===== src/hw/rtl/lbrw_pkg.sv =====
`timescale 1ns / 1ps
`default_nettype none
package lbrw_pkg;

  localparam int MAX_LEN_DEF = 1024;
  localparam int SAMPLE_W    = 32;
  localparam int LEN_W       = 11;
  localparam int FIFO_DEPTH  = 2;

  typedef struct packed {
    logic signed [SAMPLE_W-1:0] sample;
    logic                       last_sample;
  } lbrw_in_t;

  typedef struct packed {
    logic [LEN_W-1:0] window_length;
    logic [LEN_W-1:0] longest_length;
    logic             sequence_done;
    logic             overflow;
  } lbrw_out_t;

  typedef enum logic {
    KIND_ABSORB,
    KIND_OVERFLOW
  } lbrw_kind_t;

  // classified word handed from front to back
  typedef struct packed {
    logic signed [SAMPLE_W-1:0] sample;
    logic                       last_sample;
    lbrw_kind_t                 kind;
    logic                       neg_limit;
  } lbrw_item_t;

  typedef enum logic [2:0] {
    ST_IDLE,
    ST_POP,
    ST_PUSH,
    ST_FRONT,
    ST_ADV,
    ST_EMIT
  } lbrw_state_t;

endpackage
`default_nettype wire


===== src/hw/rtl/lbrw_front.sv =====
`timescale 1ns / 1ps
`default_nettype none
module lbrw_front import lbrw_pkg::*; #(
  parameter int MAX_LEN = MAX_LEN_DEF
) (
  input  wire logic                       clk,
  input  wire logic                       rst_n,
  input  wire logic                       in_valid,
  output logic                            in_stall,
  input  wire lbrw_in_t                   in_word,
  input  wire logic signed [SAMPLE_W-1:0] range_limit,
  input  wire logic                       fifo_full,
  output logic                            fifo_push,
  output lbrw_item_t                      fifo_item
);

  localparam int PW = $clog2(MAX_LEN + 1);

  logic [PW-1:0] cnt_r, cnt_nxt;
  logic          full_seq;

  assign in_stall  = fifo_full;
  assign fifo_push = in_valid && !fifo_full;
  assign full_seq  = (cnt_r >= PW'(MAX_LEN));

  always_comb begin
    fifo_item.sample      = in_word.sample;
    fifo_item.last_sample = in_word.last_sample;
    fifo_item.kind        = full_seq ? KIND_OVERFLOW : KIND_ABSORB;
    fifo_item.neg_limit   = range_limit[SAMPLE_W-1];
  end

  always_comb begin
    cnt_nxt = cnt_r;
    if (fifo_push) begin
      if (in_word.last_sample) begin
        cnt_nxt = '0;
      end else if (!full_seq) begin
        cnt_nxt = cnt_r + PW'(1);
      end
    end
  end

  always_ff @(posedge clk) begin
    if (!rst_n) begin
      cnt_r <= '0;
    end else begin
      cnt_r <= cnt_nxt;
    end
  end

endmodule
`default_nettype wire


===== config.mk =====
export PLATFORM = sky130hd
export DESIGN_NAME = lbrw_front
export DESIGN_NICKNAME = d
export VERILOG_FILES = /design/src/hw/rtl/lbrw_pkg.sv /design/src/hw/rtl/lbrw_front.sv
export SDC_FILE = /design/constraint.sdc
export NUM_CORES = 1
export LEC_CHECK = 0
export ABC_AREA = 1
export ABC_CLOCK_PERIOD_IN_PS = 2700
export BUFFER_PORTS_ARGS = -buffer_cell sky130_fd_sc_hd__buf_2
export CAP_MARGIN = 20
export CORE_MARGIN = 2
export CORE_UTILIZATION = 37
export CTS_BUF_LIST = sky130_fd_sc_hd__clkbuf_8
export DETAILED_ROUTE_END_ITERATION = 12
export GPL_TIMING_DRIVEN = 0
export HOLD_SLACK_MARGIN = 0.06
export PLACE_DENSITY_LB_ADDON = 0.12
export SYNTH_ARGS = -nofsm -noshare
export SYNTH_HDL_FRONTEND = slang
export SYNTH_SLANG_ARGS = --single-unit

===== constraint.sdc =====
create_clock -name clk -period 2.7 [get_ports clk]
set_clock_uncertainty 0.15 [all_clocks]
set_input_delay 0.405 -clock clk [delete_from_list [all_inputs] [get_ports clk]]
set_output_delay 0.405 -clock clk [all_outputs]
set_load 0.03 [all_outputs]

==> metrics.md <==
| Metric | Value |
|---|---|
| CTS root buffer | clkbuf_8 |
| Post-CTS Setup Repair Bufs | 0 |
| Syn_area_per_cell | 6.70 sq um |
| Startpoint Class | register |
| Die ar. | 2840 sq um |
| Post-route DRC | 0 |
| Hold Vio Cnt, Final | 0 |
| CP required | 2.14 ns |
| DP Worst Slack | 1.26 ns |
| Placed insts | 203 |
| Overflow after GRT | 0 |
| Initial DRC Count | 17 |
| Buffers from clock root to sink, at most | 2 |
| GRT Overall Usage | 12.3% |
| Crit Path Class | reg2out |
| Status | completed |
| Worst hold path class | in2reg |
| Predominant post-synthesis flop cell | dfxtp_1 |
| # resized after CTS | 0 |
| Largest Register | cnt_r |
| Leak pwr | 0.651 nW |
| Number of hold buffers added after cts | 0 |
| Post-Syn Nets | 205 |
| Initial antenna violation count | 0 |
| Cell Rows | 17 |
| Mapped Cells | 134 |
| Max VDD drop | 0.000369 V |
| Final worst path period need | 1.50 ns |
| Setup TNS | 0 ns |
| Chip width | 53.3 um |
| Vias in the first global route | 630 |
| Cell Pwr Density | 399 nW/um^2 |
| Die Height | 53.3 um |
| RSZ-0062 raised after global routing | false |
| Period utilization | 55.4% |
| Area grow syn2layout | 31.8% |
| Yosys top cell by area | buf_4 |
| Synth cell count leaders | 36 x buf_4, 23 x nand2_1, 18 x inv_1 |
| Slew @ Worst Pin | 0.198 ns |
| Sw power | 150 uW |
| H-Tree Level Count | 1 |
| Worst setup EP type | output port |
| Hpwl dp | 1530 um |
| Layout cell share with drive strength beyond 1 | 49.7% |
| Switching portion of total power | 31.8% |
| WL per Instance | 8.63 um |
| Async S/R FF share, synth | 0% |
| Register area share after synthesis | 24.5% |
| YS warnings | 0 |
| DR pass1 iterations | 4 |
| Clock-pin slew on the worst setup and hold paths | 0.05 ns |
| Register bit count reported by yosys | 11 |
| Worst-path fanout max | 3 |
| Vias per cell | 4.11 |
| Crit-path cells | clkbuf_1, buf_4, buf_2 |
| Synth top area share | 30.1% |
| CTS buffer count | 3 |
| Final Util | 52.5% |
| Logic gate share of total power | 30.8% |
| Routed wire length | 1790 um |
| Slowest stage cell, crit path | dfxtp_1 |
| Port Buffers | 41 |
| Most instantiated library cell after synthesis | buf_4 |
| Ranking of synthesized cells by area | buf_4 30%, dfxtp_1 25%, nand2_1 9.6% |
| Post-place instance area | 1140 sq um |
| Max_cap viols | 0 |
| Clock power frac | 34.3% |
| Largest net degree at the start of global routing | 9 |
| Placer Congestion | 0.741 |
| Largest register FFs | 11 |
| Clock Sinks | 11 |
| CTS tree | built |
| Max_slew headroom | 86.7% |
| Largest regs | cnt_r x11 |
| Worst-Skew Late Latency | 0.24 ns |
| Effective utilization at floorplan | 39.8% |
| EDFF count, synth | 0 |
| CP peak stage delay | 0.34 ns |
| Sequential Power Share | 34.9% |
| Final std cells w/o fill | 207 |
| Synth cell types | 18 |
| Ant. Diodes | 0 |
| Vias | 851 |
| Remaining antenna violation count | 0 |
| Nets | 251 |
| Arrival @ worst endpoint | 0.94 ns |
| Number of I/O pins | 106 |
| Int Pwr | 322 uW |
| CORE AREA | 2250 sq um |
| FMAX | 669 MHz |
| Mapped Area | 898 sq um |
| Final Setup Violations | 0 |
| Post-layout instance area | 1180 sq um |
| Slew Limit Fails | 0 |
| First-pass GRT wire length | 2570 um |
| Final WS setup | 1.20 ns |
## placed cells by master (no fill, tap or decap), types with 2 or more instances in the layout
| cell type | count |
|---|---|
| buf_2 | 41 |
| nor2_1 | 15 |
| o21ai_1 | 2 |
| nor2_4 | 3 |
| a21oi_1 | 4 |
| buf_4 | 36 |
| dfxtp_1 | 11 |
| clkbuf_8 | 3 |
| nor3_1 | 3 |
| nand3_1 | 8 |
| ha_1 | 2 |
| inv_2 | 3 |
| nand2_1 | 23 |
| inv_1 | 19 |
## layout make-up
cell class                 instances  area, sq um
sequential                        11          220
clock buffer                       3         41.3
fill                             240         1070
timing repair buffer              41          205
inverter                          21         78.8
buffer                            37          274
tap                               28         35.0
multi-input combinational         65          325
clock inverter                     1         3.75
## critical path: cells and delay by family, from the launching register on
family / cells / cell delay, ns
buf+inv: 3 / 0.36
flops: 1 / 0.34
## cells by family (layout without fill, tap and decap cells)
group	after synthesis	in the layout	synth area share, %
AOI/OAI and AO/OA	9	9	5.71
DFF	11	11	24.5
buffers and inverters	58	103	39.3
and+or+nand+nor	54	54	27.7
adders and majority gates	2	2	2.79
## final timing paths
| path | from | end | slack (ns) | cells after the start |
|---|---|---|---|---|
| max | cnt_r[10]$_SDFFE_PN0P_ | fifo_item[1] | 1.20 | 3 |
| min | rst_n | cnt_r[1]$_SDFFE_PN0P_ | 0.28 | 2 |
| max reg2reg | cnt_r[1]$_SDFFE_PN0P_ | cnt_r[8]$_SDFFE_PN0P_ | 1.30 | 6 |
| min reg2reg | cnt_r[2]$_SDFFE_PN0P_ | cnt_r[2]$_SDFFE_PN0P_ | 0.33 | 2 |
## per-layer routing
| metal | routed length (um) | vias to the layer above | global-route usage [%] | share of wire, % |
|---|---|---|---|---|
| met2 | 882 | 29 | 20.2 | 49 |
| met3 | 146 | 2 | 5.37 | 8.2 |
| met4 | 9 | 0 | 2.56 | 0.50 |
| li1 | - | 459 | - | - |
| met1 | 747 | 361 | 14.7 | 42 |
| met5 | 0 | - | 0 | 0 |
## power groups by stage
stage / sequential, mW / combinational [mW] / clock, mW
floorplan: 0.168 / 0.114 / 0
global placement: 0.168 / 0.145 / 0
detailed placement: 0.168 / 0.146 / 0
CTS: 0.165 / 0.147 / 0.170
global route: 0.165 / 0.153 / 0.176
finish: 0.165 / 0.145 / 0.162
## stage by stage
stage | total power, mW | hold slack, ns
after floorplan | 0.282 | 0.301
after global placement | 0.313 | 0.316
after detailed placement | 0.315 | 0.323
after CTS | 0.481 | 0.274
after global routing | 0.494 | 0.283
final | 0.472 | 0.283
Power figures use the tool's default switching activity.
