<file path="config.mk">
export PLATFORM = sky130hd
export DESIGN_NAME = lbrw_fifo
export DESIGN_NICKNAME = d
export VERILOG_FILES = /design/src/hw/rtl/lbrw_pkg.sv /design/src/hw/rtl/lbrw_fifo.sv
export SDC_FILE = /design/constraint.sdc
export NUM_CORES = 1
export LEC_CHECK = 0
export BUFFER_PORTS_ARGS = -buffer_cell sky130_fd_sc_hd__buf_4
export CAP_MARGIN = 20
export CORE_UTILIZATION = 35
export DETAILED_ROUTE_END_ITERATION = 16
export GPL_TIMING_DRIVEN = 0
export SLEW_MARGIN = 10
export SYNTH_ARGS = -nofsm -noshare
export SYNTH_HDL_FRONTEND = slang
export SYNTH_SLANG_ARGS = --single-unit
</file>
<file path="constraint.sdc">
create_clock -name clk -period 5.9 [get_ports clk]
set_input_delay 1.18 -clock clk [delete_from_list [all_inputs] [get_ports clk]]
set_output_delay 1.18 -clock clk [all_outputs]
set_load 0.02 [all_outputs]
</file>
<file path="src/hw/rtl/lbrw_pkg.sv">
`timescale 1ns / 1ps
`default_nettype none
package lbrw_pkg;

  localparam int MAX_LEN_DEF = 1024;
  localparam int SAMPLE_W    = 32;
  localparam int LEN_W       = 11;
  localparam int FIFO_DEPTH  = 2;

  typedef struct packed {
    logic signed [SAMPLE_W-1:0] sample;
    logic                       last_sample;
  } lbrw_in_t;

  typedef struct packed {
    logic [LEN_W-1:0] window_length;
    logic [LEN_W-1:0] longest_length;
    logic             sequence_done;
    logic             overflow;
  } lbrw_out_t;

  typedef enum logic {
    KIND_ABSORB,
    KIND_OVERFLOW
  } lbrw_kind_t;

  // classified word handed from front to back
  typedef struct packed {
    logic signed [SAMPLE_W-1:0] sample;
    logic                       last_sample;
    lbrw_kind_t                 kind;
    logic                       neg_limit;
  } lbrw_item_t;

  typedef enum logic [2:0] {
    ST_IDLE,
    ST_POP,
    ST_PUSH,
    ST_FRONT,
    ST_ADV,
    ST_EMIT
  } lbrw_state_t;

endpackage
`default_nettype wire

</file>
<file path="src/hw/rtl/lbrw_fifo.sv">
`timescale 1ns / 1ps
`default_nettype none
module lbrw_fifo import lbrw_pkg::*; (
  input  wire logic       clk,
  input  wire logic       rst_n,
  input  wire logic       push,
  input  wire lbrw_item_t push_item,
  output logic            full,
  input  wire logic       pop,
  output logic            not_empty,
  output lbrw_item_t      pop_item
);

  localparam int IW = $clog2(FIFO_DEPTH);

  lbrw_item_t    mem_r [FIFO_DEPTH];
  logic [IW-1:0] wp_r, wp_nxt, rp_r, rp_nxt;
  logic [IW:0]   cnt_r, cnt_nxt;

  assign full      = (cnt_r == (IW+1)'(FIFO_DEPTH));
  assign not_empty = (cnt_r != '0);
  assign pop_item  = mem_r[rp_r];

  always_comb begin
    wp_nxt  = wp_r;
    rp_nxt  = rp_r;
    cnt_nxt = cnt_r;
    if (push) begin
      wp_nxt = (wp_r == IW'(FIFO_DEPTH - 1)) ? '0 : wp_r + IW'(1);
    end
    if (pop) begin
      rp_nxt = (rp_r == IW'(FIFO_DEPTH - 1)) ? '0 : rp_r + IW'(1);
    end
    if (push && !pop) begin
      cnt_nxt = cnt_r + (IW+1)'(1);
    end else if (pop && !push) begin
      cnt_nxt = cnt_r - (IW+1)'(1);
    end
  end

  always_ff @(posedge clk) begin
    if (push) begin
      mem_r[wp_r] <= push_item;
    end
  end

  always_ff @(posedge clk) begin
    if (!rst_n) begin
      wp_r  <= '0;
      rp_r  <= '0;
      cnt_r <= '0;
    end else begin
      wp_r  <= wp_nxt;
      rp_r  <= rp_nxt;
      cnt_r <= cnt_nxt;
    end
  end

endmodule
`default_nettype wire

</file>
==> reports/metrics.cfg, run 1 <==
[die]
die_y_um=90.7
coreArea_um2=7450
design.portCount=76
dieArea_um2=8230
initial_core_util_pct=37.0
die_x_um=90.7
num_rows=31

[logic_synthesis]
netlist_area_um2=2760
ys_ff_latch=75
yosysUniqueCellTypes=17
ys_seq_area_share_pct=79.9
syn_avg_cell_area_um2=21.0
syn_inst=131
yosysWarningCount=0
synth_nets=171

[worst_setup_path]
critical_path_required_ps=4720
start_kind=flop
path_max_fanout=10
path_class=flop to output port
critPathMaxStageDelay_ps=350
endpoint_kind=output port
cp.arrival_ps=1570
critPathBufInv=3
slowest_stage=mux2_2
path_cells=buf_2 > buf_6 > mux2_2 > buf_4
crit_family=buffers and inverters

[timing]
fin_skew_ps=4.65
tightest_slew_ps=632
min_period_over_period_pct=46.7
min_period_ps=2750
final_max_slew_viol_count=0
final_hold_viol_count=0
fmax_ghz=0.363
grt_setup_unrepaired=false
finalSetupViolCount=0
fin_tns_setup_ps=0
slew_headroom_pct=57.8

[finish]
final_nets=259
fill_cells=659
layout-drive-gt1-share_pct=59.8
instances_no_fill=323
multi_input_area_um2=520
regArea_um2=2200
layout_common_cells=buf_4, edfxtp_1, mux2_2
layout_commonest_cell=buf_4
antennaDiodeCount=0
syn_to_final_growth_pct=33.9

[clock_tree]
cts_tree=built
cts.sinks=75
root_buffer=clkbuf_8
postCtsSetupBuffers=0
insertion_delay_ps=330
htree_levels=3
ctsHoldBuffers=0
post_cts_resized=0
clk_pin_slew_worst_paths_ps=70
clk_path_buf_depth=2
numCtsBuffers=9

[route]
first_iter_violations=20
num_vias=1442
drt_pass1_iterations=4
drt_wl_total_mm=4.73
antenna_left=0
avgViaCountPerCell=4.46
wl_per_cell_um=14.7
drcViolationCount=0

[status]
status=finished clean

[placement]
gp_congestion=0.647
place_hpwl_mm=3.17
dp.cells=307
port_buffers=75

[grt]
antenna_found_initial=0
grt_max_degree=20
gr-total-overflow=0
grt_pass1_wl_mm=7.41
gr-usage-all-layers_pct=12.3
grt_pass1_vias=1478

[power_and_ir_drop]
peakVddDrop_v=0.000158
p_leak_uw=0.00140
power_density_nw_per_um2=315

[flow_run]
cap_viol_max_count=0

[min_path]
worstHoldPathType=flop to flop

[stage by stage]
stage / util (%) / hold WS (ps) / setup slack [ps] / cell area, µm² / power [µW]
after floorplan: - / 461 / 2680 / 2760 / 728
after global placement: 46.2 / 485 / 1490 / 3440 / 803
after detailed placement: 47.1 / 500 / 3480 / 3510 / 811
after CTS: 49.6 / 511 / 3100 / 3690 / 1180
after global routing: 49.6 / 533 / 3060 / 3690 / 1210
final: 49.6 / 504 / 3150 / 3690 / 1160
[state kept, by name, summed over array words and instances, names as in the netlist, named ones only]
name and cells:
mem_r 70, rp_r 1, wp_r 1, cnt_r 2
[worst register-to-register path, cell delays in order, from the launching register on]
cell     delay, ps
dfxtp_1        380
and2_2         520
buf_16         230
[path summary, 6_finish.rpt]
| kind | from | cells past startpoint | slack (ps) | end |
|---|---|---|---|---|
| worst max-delay path | flop | 4 | 3150 | pop_item[3] |
| worst min-delay path | cnt_r[1] | 2 | 500 | cnt_r[1] |
| worst min register to register | cnt_r[1] | 2 | 500 | cnt_r[1] |
| worst max register to register | wp_r | 2 | 4480 | mem_r[1][33] |
[synth_stat cells (all sizes together)]
cell type	number	area share [%]
edfxtp	70	76
xor2	2	0.64
xnor2	1	0.32
o21ai	1	0.18
and2b	1	0.32
nor2b	2	0.45
or2	1	0.23
mux2	35	14
ha	1	0.45
or3	1	0.23
buf	4	1.4
a21boi	1	0.27
o21a	1	0.27
inv	1	0.14
dfxtp	5	3.6
and2	4	0.91
[where the power goes]
part | leakage, µW | switching [µW] | internal [µW] | total, µW
registers | 0.000699 | 7.52 | 613 | 620
clock network | 0.0000935 | 174 | 192 | 366
logic | 0.000605 | 85.4 | 89.4 | 175
total | 0.00140 | 267 | 894 | 1160
[area by class of cell]
class / count / share of cell area, %
plain buffers: 4 / 1.05
clock buffers: 10 / 3.46
clock inverters: 6 / 1.53
inverters: 1 / 0.102
multi-input cells: 51 / 14.1
flip-flops and latches: 75 / 59.7
well taps: 99 / 3.36
repair buffers: 77 / 16.7
[cells by family (layout without fill, tap and decap cells)]
logic type	after synthesis	after routing	synth area share, %
XOR/XNOR	3	3	0.953
AO/OA/AOI/OAI	3	3	0.726
adder cells (fa/ha/maj)	1	1	0.454
flip-flops	75	75	79.9
AND/OR/NAND/NOR	9	9	2.13
buffers and inverters	5	98	1.54
multiplexers	35	35	14.3
[routing by layer]
| layer | up-vias | GRT usage, % | part of all wire [%] |
|---|---|---|---|
| met1 | 710 | 13.8 | 41 |
| met2 | 44 | 20.5 | 52 |
| li1 | 682 | - | - |
| met4 | 0 | 8.87 | 1.8 |
| met5 | - | 0 | 0 |
| met3 | 6 | 2.86 | 5.1 |
Note: power is estimated with default switching activity, not from simulation.
==> run 2: changes to the inputs <==
Clock period 5.9 ns to 2.2 ns, I/O delays scaled along.
==> run 2 against run 1 <==
Flip-flop and latch count is the same. Die area unchanged. Clock power rose to 2.8 times the previous value. Core utilization is 0.084 points lower. Sequential share of layout area grew 0.10 points. Register-to-register slack got worse by 3600 ps.
==> reports/metrics.cfg, run 2 (synthesized netlist as in run 1, its figures left out) <==
[route]
drt_pass1_iterations=4
antenna_left=0
drt_wl_total_mm=4.61
num_vias=1442
drcViolationCount=0
first_iter_violations=38
wl_per_cell_um=14.3
avgViaCountPerCell=4.46

[grt]
antenna_found_initial=0
grt_max_degree=25
gr-total-overflow=0
gr-usage-all-layers_pct=12.1
grt_pass1_wl_mm=7.38
grt_pass1_vias=1503

[worst_setup_path]
path_class=flop to output port
path_max_fanout=10
endpoint_kind=output port
r2r_setup_slack_ps=910
cp.arrival_ps=1570
r2r_cells=2
critical_path_required_ps=1760
start_kind=flop

[finish]
reg_top3=mem_r: 70 flops, cnt_r: 2 flops
layout_common_cells=buf_4, edfxtp_1, mux2_2
final_nets=259
antennaDiodeCount=0
fill_cells=679
syn_to_final_growth_pct=33.7
layout_commonest_cell=buf_4
utilization_pct=49.5
largest_register=mem_r
largest_reg_flops=70
layout-drive-gt1-share_pct=59.8

[die]
num_rows=31
design.portCount=76
coreArea_um2=7450
die_y_um=90.7
dieArea_um2=8230
die_x_um=90.7
initial_core_util_pct=37.0

[clock_tree]
numCtsBuffers=9
postCtsSetupBuffers=0
ctsHoldBuffers=0
post_cts_resized=0
cts.sinks=75
clk_path_buf_depth=2
insertion_delay_ps=350
cts_tree=built
root_buffer=clkbuf_8
htree_levels=3
clk_pin_slew_worst_paths_ps=90

[placement]
dp_slack_ps=531
gp_congestion=0.660
place_hpwl_mm=3.05
port_buffers=75

[power_and_ir_drop]
peakVddDrop_v=0.000365
p_leak_uw=0.00140
power_density_nw_per_um2=856

[timing]
final_max_slew_viol_count=0
finalSetupViolCount=0
fin_skew_ps=15.1
grt_setup_unrepaired=false
tightest_slew_ps=428
worst_slack_ps=192
final_hold_viol_count=0
min_period_ps=2010
slew_headroom_pct=71.4
min_period_over_period_pct=91.3
fmax_ghz=0.498

[min_path]
worstHoldPathType=input pin to flop
whs_path_depth=1

[flow_run]
cap_viol_max_count=0

[status]
status=finished clean

-- run 2: cell types whose count changed in the layout (fill, tap and decap cells not counted) --
cell / before / now
buf_12: 0 / 2
buf_16: 2 / 0
clkinv_2: 3 / 1
clkinv_4: 0 / 2
clkinvlp_4: 1 / 0
inv_6: 0 / 1
-- run 2: critical path, stage by stage, from the launching register on --
cell	delay, ps
dfxtp_1	310
buf_2	220
buf_6	190
mux2_2	350
buf_4	160
-- run 2: final timing paths --
| path | to | startpoint |
|---|---|---|
| setup / recovery | pop_item[12] | flop |
| hold / removal | mem_r[0][25] | push_item[25] |
| setup reg to reg | mem_r[1][19] | wp_r |
| hold reg to reg | cnt_r[1] | cnt_r[1] |
-- run 2: through the flow --
step	power (µW)	TNS, ps	cells	cell area, µm²	hold WS [ps]
after detailed placement	2170	0	307	3490	495
after global routing	3290	0	323	3680	246
after global placement	2150	-14920	305	3450	486
after floorplan	1950	0	131	2760	461
final	3150	0	323	3680	273
after CTS	3200	0	323	3680	258
-- run 2: layout make-up --
| class | count | area, µm² | share of cell area [%] |
|---|---|---|---|
| tap | 99 | 124 | 3.36 |
| clock inverter | 6 | 65.1 | 1.77 |
| inverter | 1 | 3.75 | 0.102 |
| multi-input combinational | 51 | 520 | 14.1 |
| timing repair buffer | 77 | 603 | 16.4 |
| clock buffer | 10 | 128 | 3.46 |
| sequential | 75 | 2200 | 59.8 |
| buffer | 4 | 38.8 | 1.05 |
-- run 2: power breakdown --
group / internal, µW / leakage (µW) / switching [µW]
registers: 1640 / 0.000699 / 20.3
logic: 237 / 0.000598 / 227
clock network: 526 / 0.0000983 / 501
total: 2410 / 0.00140 / 748
-- run 2: layer usage --
metal	share of wire [%]	global-route usage [%]
met1	41	13.8
met5	0	0
met4	1.5	6.05
met2	52	19.8
met3	6.2	4.46
==> run 3: changes to the inputs <==
Clock period 2.2 ns to 1.6 ns, I/O delays scaled along.
==> run 3 against run 2 <==
Combinational power grew 87%. Die area is the same. Final cell count grew 2.2%. Setup slack lost 340 ps. Critical path type unchanged. Clock-buffer cell count grew 1. Critical path depth is the same. Highest routed layer unchanged. The run now ends with negative setup slack left. Sequential share of layout area shrank 6.4 points.
==> reports/metrics.cfg, run 3 (synthesized netlist as in run 1, its figures left out) <==
[status]
status=complete, but fails checks
violations=negative setup slack

[route]
antenna_left=0
avgViaCountPerCell=4.50
drt_pass1_iterations=4
wl_per_cell_um=15.4
drcViolationCount=0
first_iter_violations=53
num_vias=1485
drt_wl_total_mm=5.09

[worst_setup_path]
critPathBufInv=3
crit_family=buffers and inverters
path_max_fanout=5
path_cells=buf_12 > clkbuf_16 > mux2_4 > buf_6
cp.arrival_ps=1430
critical_path_required_ps=1280
start_kind=flop
path_class=flop to output port
endpoint_kind=output port
slowest_stage=dfxtp_4
critPathMaxStageDelay_ps=380

[power_and_ir_drop]
power_density_nw_per_um2=1130
peakVddDrop_v=0.000505
p_leak_uw=0.00165
finalPower_uw=4670

[timing]
min_period_ps=1750
slew_headroom_pct=61.8
final_hold_viol_count=0
grt_setup_unrepaired=true
min_period_over_period_pct=109
worst_slack_ps=-150
fin_skew_ps=4.78
final_max_slew_viol_count=0
finalSetupViolCount=35
tightest_slew_ps=572
fmax_ghz=0.571
fin_tns_setup_ps=-4510

[min_path]
worstHoldPathType=input pin to flop

[placement]
port_buffers=75
place_hpwl_mm=2.98
gp_congestion=0.645

[finish]
layout_commonest_cell=edfxtp_1
utilization_pct=55.5
layout-drive-gt1-share_pct=61.5
reg_top3=mem_r: 70 flops, cnt_r: 2 flops
syn_to_final_growth_pct=49.8
largest_register=mem_r
regArea_um2=2210
fill_cells=601
largest_reg_flops=70
multi_input_area_um2=658
layout_common_cells=edfxtp_1, buf_4, buf_6
antennaDiodeCount=0
final_nets=266

[die]
dieArea_um2=8230
initial_core_util_pct=37.0
num_rows=31
design.portCount=76
die_y_um=90.7
coreArea_um2=7450
die_x_um=90.7

[grt]
grt_pass1_vias=1469
met2_usage_pct=19.3
antenna_found_initial=0
gr-total-overflow=0
met3_usage_pct=3.87
use_met1_pct=15.1
grt_pass1_wl_mm=7.36
busiest_layer=met2
gr-usage-all-layers_pct=12.3
grt_max_degree=29

[clock_tree]
clk_pin_slew_worst_paths_ps=70
root_buffer=clkbuf_8
insertion_delay_ps=330
ctsHoldBuffers=0
cts.sinks=75
clk_path_buf_depth=2
htree_levels=3
numCtsBuffers=9
cts_tree=built

[flow_run]
cap_viol_max_count=0

-- run 3: cell types whose count changed in the layout (fill, tap and decap cells not counted), moves of 3 or more --
cell / change
buf_4: -35
buf_6: +35
mux2_2: -33
mux2_4: +33
clkbuf_16: +4
buf_12: +3
-- run 3: repair_timing --
action | CTS | global route
setup buffers | 3 | 0
resized for setup | 28 | 56
setup endpoints to repair | 36 | 52
cloned | 1 | 4
-- run 3: path summary, 6_finish.rpt --
| kind | start | to | slack, ps | cells past startpoint |
|---|---|---|---|---|
| max | flop | pop_item[10] | -150 | 4 |
| min | push_item[17] | mem_r[0][17] | 170 | 1 |
| max reg2reg | wp_r | mem_r[1][7] | 230 | 2 |
| min reg2reg | cnt_r[1] | cnt_r[1] | 500 | 2 |
-- run 3: layout make-up --
class	instances	share of cell area [%]
Clock inverter	5	1.91
Clock buffer	11	3.18
Sequential cell	75	53.4
Tap cell	99	3.00
Multi-Input combinational cell	52	15.9
Inverter	1	0.0909
Buffer	4	1.94
Timing Repair Buffer	83	20.5
-- run 3: stage by stage --
step / hold slack (ps) / cells / worst slack, ps / instance area, µm²
6_report: 171 / 330 / -150 / 4130
3_3_place_gp: 482 / 305 / -651 / 3450
2_1_floorplan: 419 / 131 / -44.5 / 2760
3_5_place_dp: 492 / 306 / -149 / 3470
5_1_grt: 140 / 330 / -206 / 4130
4_1_cts: 147 / 326 / -184 / 3810
-- run 3: metal layers --
| metal | share of wire (%) | vias up |
|---|---|---|
| met5 | 0 | - |
| met1 | 45 | 737 |
| met3 | 4.5 | 6 |
| met2 | 50 | 46 |
| met4 | 0.90 | 0 |
| li1 | - | 696 |
-- run 3: power by group --
part	total, µW	internal, µW	switching, µW
clock network	1500	877	626
registers	2300	2260	37.6
logic	869	506	363
total	4670	3640	1030
